## src/design/uvs_pkg.sv

```systemverilog
// ----------------------------------------------------------------------------
// uvs_pkg
// Shared constants, types and helper functions of the UV sphere tile generator.
// ----------------------------------------------------------------------------
package uvs_pkg;

   // default count limits
   localparam int MAX_STACKS_DEF = 256;
   localparam int MAX_SLICES_DEF = 256;

   // register indexes of the csr port
   localparam logic CSR_STACK_COUNT = 1'b0;
   localparam logic CSR_SLICE_COUNT = 1'b1;

   // reset value of both count registers
   localparam logic [8:0] COUNT_RESET = 9'd16;
   localparam logic [8:0] COUNT_MIN   = 9'd2;

   // restoring divider: 11 integer steps of 4n plus 30 fraction steps
   localparam int N4_W      = 11;
   localparam int FRAC_W    = 30;
   localparam int DIV_STEPS = N4_W + FRAC_W;
   // sine/cosine unit latency: divider, square, four horner steps, final
   // multiply, quadrant mapping
   localparam int SC_LATENCY = DIV_STEPS + 7;

   // one in unsigned q1.30
   localparam logic [30:0] Q30_ONE = 31'h4000_0000;

   // taylor coefficients of sin(pi/2 u) in q1.30, highest power first
   localparam logic [30:0] TAY_COEF [5] = '{
      31'd172273, 31'd5026995, 31'd85569306, 31'd693598668, 31'd1686629713
   };

   // vertex emit order
   localparam logic [2:0] LAST_SLOT = 3'd5;

   typedef logic [30:0] q30_type;

   typedef struct packed {
      logic signed [15:0] x;
      logic signed [15:0] y;
      logic signed [15:0] z;
   } vert_type;

   // product of two q30 values, truncated by 30 bits
   function automatic q30_type mul_q30(input q30_type a, input q30_type b);
      logic [61:0] prod;
      begin
         prod = 62'(a) * 62'(b);
         return prod[60:30];
      end
   endfunction

   // round to nearest, ties away from zero, by 46 bits
   function automatic logic signed [15:0] round_q46(input logic signed [63:0] v);
      logic [63:0] m;
      logic [63:0] t;
      logic [15:0] q;
      begin
         m = v[63] ? 64'(-v) : 64'(v);
         t = m + (64'd1 << 45);
         q = t[61:46];
         return v[63] ? 16'(-q) : q;
      end
   endfunction

   // round to nearest, ties away from zero, by 16 bits
   function automatic logic signed [15:0] round_q16(input logic signed [31:0] v);
      logic [31:0] m;
      logic [31:0] t;
      logic [15:0] q;
      begin
         m = v[31] ? 32'(-v) : 32'(v);
         t = m + (32'd1 << 15);
         q = t[31:16];
         return v[31] ? 16'(-q) : q;
      end
   endfunction

   // doubled value saturated to 16 bits
   function automatic logic signed [15:0] twice_sat(input logic signed [15:0] v);
      logic signed [16:0] t;
      begin
         t = {v, 1'b0};
         if (t > 17'sd32767) begin
            return 16'sh7fff;
         end else if (t < -17'sd32768) begin
            return 16'sh8000;
         end
         return t[15:0];
      end
   endfunction

   // corner shown at each slot of the run
   function automatic logic [1:0] corner_of_slot(input logic [2:0] slot);
      case (slot)
         3'd0: return 2'd0;
         3'd1: return 2'd2;
         3'd2: return 2'd3;
         3'd3: return 2'd0;
         3'd4: return 2'd3;
         3'd5: return 2'd1;
         default: return 2'd0;
      endcase
   endfunction

endpackage

```

## src/design/uvs_rsp_if.sv

```systemverilog
// ----------------------------------------------------------------------------
// uvs_rsp_if
// Vertex result channel: position, normal and run position with valid/ready.
// ----------------------------------------------------------------------------
interface uvs_rsp_if;
   logic               valid;
   logic               ready;
   logic signed [15:0] pos_x;
   logic signed [15:0] pos_y;
   logic signed [15:0] pos_z;
   logic signed [15:0] norm_x;
   logic signed [15:0] norm_y;
   logic signed [15:0] norm_z;
   logic [2:0]         corner_slot;
   logic               last_vertex;

   modport source (output valid, pos_x, pos_y, pos_z, norm_x, norm_y, norm_z,
                   corner_slot, last_vertex, input ready);
   modport sink   (input valid, pos_x, pos_y, pos_z, norm_x, norm_y, norm_z,
                   corner_slot, last_vertex, output ready);
endinterface

```

## src/design/uvs_emit.sv

```systemverilog
// ----------------------------------------------------------------------------
// uvs_emit
// Output stage: holds the four corners of one tile and sends the six vertices
// of its two triangles, one per transaction.
// ----------------------------------------------------------------------------
module uvs_emit (
   input  logic                      clock,
   input  logic                      reset,
   input  logic                      load_valid,
   input  uvs_pkg::vert_type [3:0]   load_corners,
   output logic                      take,
   uvs_rsp_if.source                 rsp_chan
);
   import uvs_pkg::*;

   logic            busy_ff;
   logic [2:0]      slot_ff;
   vert_type [3:0]  corners_ff;
   logic            fire;
   vert_type        cur;

   assign fire = rsp_chan.valid && rsp_chan.ready;
   assign take = !busy_ff || (fire && (slot_ff == LAST_SLOT));

   // run control
   always_ff @(posedge clock) begin
      if (reset) begin
         busy_ff <= 1'b0;
         slot_ff <= '0;
      end else if (load_valid && take) begin
         busy_ff <= 1'b1;
         slot_ff <= '0;
      end else if (fire) begin
         if (slot_ff == LAST_SLOT) begin
            busy_ff <= 1'b0;
         end else begin
            slot_ff <= slot_ff + 3'd1;
         end
      end
   end

   // corner store
   always_ff @(posedge clock) begin
      if (load_valid && take) begin
         corners_ff <= load_corners;
      end
   end

   // vertex select
   assign cur                  = corners_ff[corner_of_slot(slot_ff)];
   assign rsp_chan.valid       = busy_ff;
   assign rsp_chan.pos_x       = cur.x;
   assign rsp_chan.pos_y       = cur.y;
   assign rsp_chan.pos_z       = cur.z;
   assign rsp_chan.norm_x      = twice_sat(cur.x);
   assign rsp_chan.norm_y      = twice_sat(cur.y);
   assign rsp_chan.norm_z      = twice_sat(cur.z);
   assign rsp_chan.corner_slot = slot_ff;
   assign rsp_chan.last_vertex = slot_ff == LAST_SLOT;

endmodule

```

## src/flat_wrapper.sv

```systemverilog
// flat-port wrapper written by rule: the top's interface ports become plain ports
module uvs_emit_flat import uvs_pkg::*;
  (clock, reset, load_valid, load_corners, take, rsp_chan_valid, rsp_chan_pos_x, rsp_chan_pos_y, rsp_chan_pos_z, rsp_chan_norm_x, rsp_chan_norm_y, rsp_chan_norm_z, rsp_chan_corner_slot, rsp_chan_last_vertex, rsp_chan_ready);
  uvs_rsp_if rsp_chan_i ();
  input  logic clock;
  input  logic reset;
  input  logic load_valid;
  input  uvs_pkg::vert_type [3:0] load_corners;
  output logic take;
  output wire logic [$bits(rsp_chan_i.valid)-1:0] rsp_chan_valid;
  output wire logic [$bits(rsp_chan_i.pos_x)-1:0] rsp_chan_pos_x;
  output wire logic [$bits(rsp_chan_i.pos_y)-1:0] rsp_chan_pos_y;
  output wire logic [$bits(rsp_chan_i.pos_z)-1:0] rsp_chan_pos_z;
  output wire logic [$bits(rsp_chan_i.norm_x)-1:0] rsp_chan_norm_x;
  output wire logic [$bits(rsp_chan_i.norm_y)-1:0] rsp_chan_norm_y;
  output wire logic [$bits(rsp_chan_i.norm_z)-1:0] rsp_chan_norm_z;
  output wire logic [$bits(rsp_chan_i.corner_slot)-1:0] rsp_chan_corner_slot;
  output wire logic [$bits(rsp_chan_i.last_vertex)-1:0] rsp_chan_last_vertex;
  input wire logic [$bits(rsp_chan_i.ready)-1:0] rsp_chan_ready;
  assign rsp_chan_valid = rsp_chan_i.valid;
  assign rsp_chan_pos_x = rsp_chan_i.pos_x;
  assign rsp_chan_pos_y = rsp_chan_i.pos_y;
  assign rsp_chan_pos_z = rsp_chan_i.pos_z;
  assign rsp_chan_norm_x = rsp_chan_i.norm_x;
  assign rsp_chan_norm_y = rsp_chan_i.norm_y;
  assign rsp_chan_norm_z = rsp_chan_i.norm_z;
  assign rsp_chan_corner_slot = rsp_chan_i.corner_slot;
  assign rsp_chan_last_vertex = rsp_chan_i.last_vertex;
  assign rsp_chan_i.ready = rsp_chan_ready;
  uvs_emit u_core (.clock(clock), .reset(reset), .load_valid(load_valid), .load_corners(load_corners), .take(take), .rsp_chan(rsp_chan_i));
endmodule
```

## config.mk

```make
export PLATFORM = sky130hd
export DESIGN_NAME = uvs_emit_flat
export DESIGN_NICKNAME = d
export VERILOG_FILES = /design/src/design/uvs_pkg.sv /design/src/design/uvs_rsp_if.sv /design/src/design/uvs_emit.sv /design/src/flat_wrapper.sv
export SDC_FILE = /design/constraint.sdc
export NUM_CORES = 1
export LEC_CHECK = 0
export BUFFER_PORTS_ARGS = -buffer_cell sky130_fd_sc_hd__buf_2
export CAP_MARGIN = 30
export CELL_PAD_IN_SITES_DETAIL_PLACEMENT = 1
export CELL_PAD_IN_SITES_GLOBAL_PLACEMENT = 1
export CORE_MARGIN = 3
export CORE_UTILIZATION = 40
export CTS_CLUSTER_SIZE = 25
export DETAILED_ROUTE_END_ITERATION = 8
export GPL_ROUTABILITY_DRIVEN = 0
export PLACE_DENSITY_LB_ADDON = 0.1
export SETUP_SLACK_MARGIN = 0.4
export SYNTH_ARGS = -nofsm -noshare
export SYNTH_HDL_FRONTEND = slang
export SYNTH_SLANG_ARGS = --single-unit
```

## constraint.sdc

```tcl
create_clock -name clock -period 7.01 [get_ports clock]
set_input_delay 0.3505 -clock clock [delete_from_list [all_inputs] [get_ports clock]]
set_output_delay 0.3505 -clock clock [all_outputs]
set_load 0.05 [all_outputs]
```

==> results.md <==
| Item | Reported | Unit |
|---|---|---|
| Outcome | complete, no violations | - |
| Routed length on met3 | 1630 | µm |
| Worst slew margin relative to its limit | 0.362 | - |
| Antenna violations before repair | 5 | - |
| Worst-path maximum fanout | 91 | - |
| Number of different library cells in the post-synthesis netlist | 37 | - |
| Clock skew after layout | 11.1 | ps |
| Post-CTS resize count | 0 | - |
| Setup repair after global routing missed its margin | false | - |
| Count of routing violations after the opening detailed-route iteration | 311 | - |
| Setup TNS | 0 | ps |
| Worst-skew pair later-pin latency | 440 | ps |
| Initial Utilization | 0.410 | - |
| Number of sinks handled by clock tree synthesis | 196 | - |
| Vias per cell | 5.24 | - |
| Pwr/cell area | 260 | nW/µm² |
| Synth warnings | 0 | - |
| Logic pwr share | 0.210 | - |
| Flop-to-flop setup slack | 2740 | ps |
| Fill cell instance count of the final layout | 2325 | - |
| Root buf cell | sky130_fd_sc_hd__clkbuf_16 | - |
| Register bit count reported by yosys | 196 | - |
| Share of total power in the clock network | 0.319 | - |
| Worst VDD drop | 0.117 | mV |
| Final clock period utilization by the worst path | 0.681 | - |
| Final critical path time including I/O delays and setup | 4780 | ps |
| Buffer count from post-CTS setup fixing | 0 | - |
| Max stage delay cell, worst path | sky130_fd_sc_hd__ha_4 | - |
| Slowest cell delay on critical path | 780 | ps |
| WL met1 | 9610 | µm |
| Clock input transition at the sequential cells of the worst setup and hold paths | 70 | ps |
| Maximum number of pins on one net before global-route repair | 95 | - |
| Row count | 54 | - |
| Top-Level Pins | 298 | - |
| Gate count of the mapped netlist | 656 | - |
| Critical path launch point type | flip-flop | - |
| Sequential share of the synthesized area | 0.649 | - |
| Via count | 6448 | - |
| CTS tree | built | - |
| Cell Count, Final, Fillers Out | 1230 | - |
| Chip width | 156 | µm |
| Least-Margin Pin Slew | 957 | ps |
| Count of final max-slew check failures | 0 | - |
| Total of endpoints with negative setup slack in the final report | 0 | - |
| Detailed placer's ending HPWL | 17800 | µm |
| Top metal layer carrying routed signals | met5 | - |
| Worst hold-check slack | 80.8 | ps |
| Internal power of the cells | 2.02 | mW |
| Post-route antenna net violation count | 0 | - |
| Number of instances in the placed design | 1195 | - |
| Die footprint | 24400 | µm² |
| Final core utilization | 0.518 | - |
| Met2 WL post-DR | 13500 | µm |
| Sum of overflow across all layers after global routing | 0 | - |
| Total Nets Final | 1138 | - |
| Core footprint | 22000 | µm² |
| Number of global-route vias before repair | 6904 | - |
| Top cell by count, worst path | sky130_fd_sc_hd__nor2b_1 | - |
| Number of enable-type register cells in the synthesized netlist | 192 | - |
| Family with the most delay on the worst path | adder cells | - |
| Cell area after synthesis | 9010 | µm² |
| Switch Pwr | 935 | µW |
| Sequential power share | 0.471 | - |
| Hold Vio Cnt, Final | 0 | - |
| Overall Power | 2.95 | mW |
| Crit path buf inv count | 3 | - |
| Crit. End Element | primary output | - |
| H-tree lvl count | 4 | - |
| Worst Path Class, Setup | flip-flop to primary output | - |
| Syn nets | 859 | - |
| Global-route wire length before repair | 37700 | µm |
| Wire length per cell after detailed routing | 20.4 | µm |
| Number of port buffers | 297 | - |
| Top flip-flop cell by instance count after synthesis | sky130_fd_sc_hd__edfxtp_1 | - |
| Fmax achieved | 209 | MHz |
| Sequential cell area in the final layout | 5850 | µm² |
| Multi-input gate area | 2970 | µm² |
| Area growth syn-to-layout | 26.2 | % |
| Router iterations before antenna repair | 6 | - |
| Number of buffers created by CTS | 17 | - |
| Number of max-capacitance violations reported | 0 | - |
| Arrival time of data at the critical path endpoint | 4420 | ps |
| DRC Markers | 0 | - |
| Leakage component of the power | 4.62 | nW |
| Async set-reset flop share out of synthesis | 0 | - |
| Total wire length after detailed routing | 25100 | µm |
| Crit-path cells | inv_1 > ha_4 > nor2b_1 > a22oi_1 > nand2_1 > ha_1 > nor2b_1 > buf_6 > a21o_1 > buf_2 | - |
| Switching share of power | 0.317 | - |
| Class of the worst hold path | input pin to flip-flop | - |
| Avg Inst Size Synth | 13.7 | µm² |
| # hold bufs at CTS | 0 | - |
| Ratio of cells with drive above 1 in the final layout | 0.414 | - |
| Die extent in y | 156 | µm |
| Clock Tree Buf Depth | 2 | - |
| Aggregate global-route resource usage | 0.202 | - |
| Critical path data required time | 6660 | ps |
[cell usage after synthesis, types with 4 or more instances]
cell type | number | share of area
sky130_fd_sc_hd__buf_2 | 19 | 0.011
sky130_fd_sc_hd__inv_1 | 6 | 0.0025
sky130_fd_sc_hd__a21o_1 | 43 | 0.036
sky130_fd_sc_hd__edfxtp_1 | 192 | 0.64
sky130_fd_sc_hd__and3_1 | 4 | 0.0028
sky130_fd_sc_hd__o21ai_0 | 84 | 0.047
sky130_fd_sc_hd__mux2_2 | 45 | 0.056
sky130_fd_sc_hd__dfxtp_1 | 4 | 0.0089
sky130_fd_sc_hd__mux2i_1 | 88 | 0.098
sky130_fd_sc_hd__clkbuf_1 | 21 | 0.0087
sky130_fd_sc_hd__nand2_1 | 92 | 0.038
sky130_fd_sc_hd__nor2_1 | 4 | 0.0017
sky130_fd_sc_hd__nor2b_1 | 5 | 0.0035
sky130_fd_sc_hd__ha_1 | 7 | 0.0097
[worst register-to-register path, delay by kind of cell (launching register included)]
| family | cells | cell delay (ps) |
|---|---|---|
| DFF | 1 | 370 |
| buffers and inverters | 4 | 2240 |
| and+or+nand+nor | 3 | 540 |
| adders and majority gates | 1 | 730 |
[sequential cells by signal (all words and copies together), names as in the netlist]
| register | count |
|---|---|
| u_core.rsp_chan.valid | 1 |
| u_core.rsp_chan.corner_slot | 3 |
| u_core.corners_ff | 192 |
[worst paths after layout]
kind | cells after the start | endpoint | start
setup reg to reg | 8 | u_core.corners_ff[190] | u_core.rsp_chan.corner_slot[1]
hold reg to reg | 2 | u_core.rsp_chan.valid | u_core.rsp_chan.valid
setup / recovery | 10 | rsp_chan_norm_z[5] | u_core.rsp_chan.corner_slot[0]
hold / removal | 1 | u_core.corners_ff[48] | load_corners[48]
[cell families after synthesis]
group | synth area share
simple gates | 0.0586
flops | 0.649
buf+inv | 0.0264
xor+xnor | 0.00194
mux | 0.154
compound gates | 0.101
fa+ha+maj | 0.00972
[final cells by class]
cell class | instances | area share
multi-input cells | 408 | 0.261
clock buffers | 17 | 0.0374
flip-flops and latches | 196 | 0.515
inverters | 6 | 0.00198
well taps | 280 | 0.0308
diodes | 3 | 0.000660
clock inverters | 14 | 0.0127
repair buffers | 306 | 0.141
[per-stage QoR]
step	setup slack (ps)	area, µm²
2_1_floorplan	2260	9010
3_3_place_gp	2500	10700
3_5_place_dp	2580	10800
4_1_cts	2120	11300
5_1_grt	1870	11400
6_report	2230	11400
[placed cells by master (no fill, tap or decap), types with 3 or more instances in the layout]
cell	n
sky130_fd_sc_hd__o21ai_0	84
sky130_fd_sc_hd__a211oi_1	3
sky130_fd_sc_hd__a22oi_1	3
sky130_fd_sc_hd__and3_1	4
sky130_fd_sc_hd__nor4b_1	3
sky130_fd_sc_hd__ha_1	4
sky130_fd_sc_hd__a2bb2oi_1	3
sky130_fd_sc_hd__nand3b_1	3
sky130_fd_sc_hd__diode_2	3
sky130_fd_sc_hd__nor2b_1	5
sky130_fd_sc_hd__nand2_1	92
sky130_fd_sc_hd__clkinv_4	3
sky130_fd_sc_hd__a21o_1	43
sky130_fd_sc_hd__buf_2	297
sky130_fd_sc_hd__or4_1	3
sky130_fd_sc_hd__a31oi_1	3
sky130_fd_sc_hd__ha_4	3
sky130_fd_sc_hd__buf_4	5
sky130_fd_sc_hd__nor2_1	4
sky130_fd_sc_hd__inv_1	6
sky130_fd_sc_hd__inv_8	5
sky130_fd_sc_hd__clkbuf_16	17
sky130_fd_sc_hd__mux2i_1	88
sky130_fd_sc_hd__dfxtp_1	3
sky130_fd_sc_hd__edfxtp_1	192
sky130_fd_sc_hd__mux2_2	45
[metal layers]
metal  GRT usage  vias to the layer above
met1       0.229                     3197
met4      0.0563                        6
li1            -                     3024
met2       0.369                      195
met5           0                        -
met3      0.0602                       26
[power groups by stage]
stage                     registers, mW  clock network (mW)  logic [mW]
after floorplan                    1.41                   0       0.439
after global placement             1.41                   0       0.604
after detailed placement           1.42                   0       0.626
after CTS                          1.39               0.968       0.628
after global routing               1.40                1.01       0.660
final                              1.39               0.941       0.621
Power figures use the tool's default switching activity.
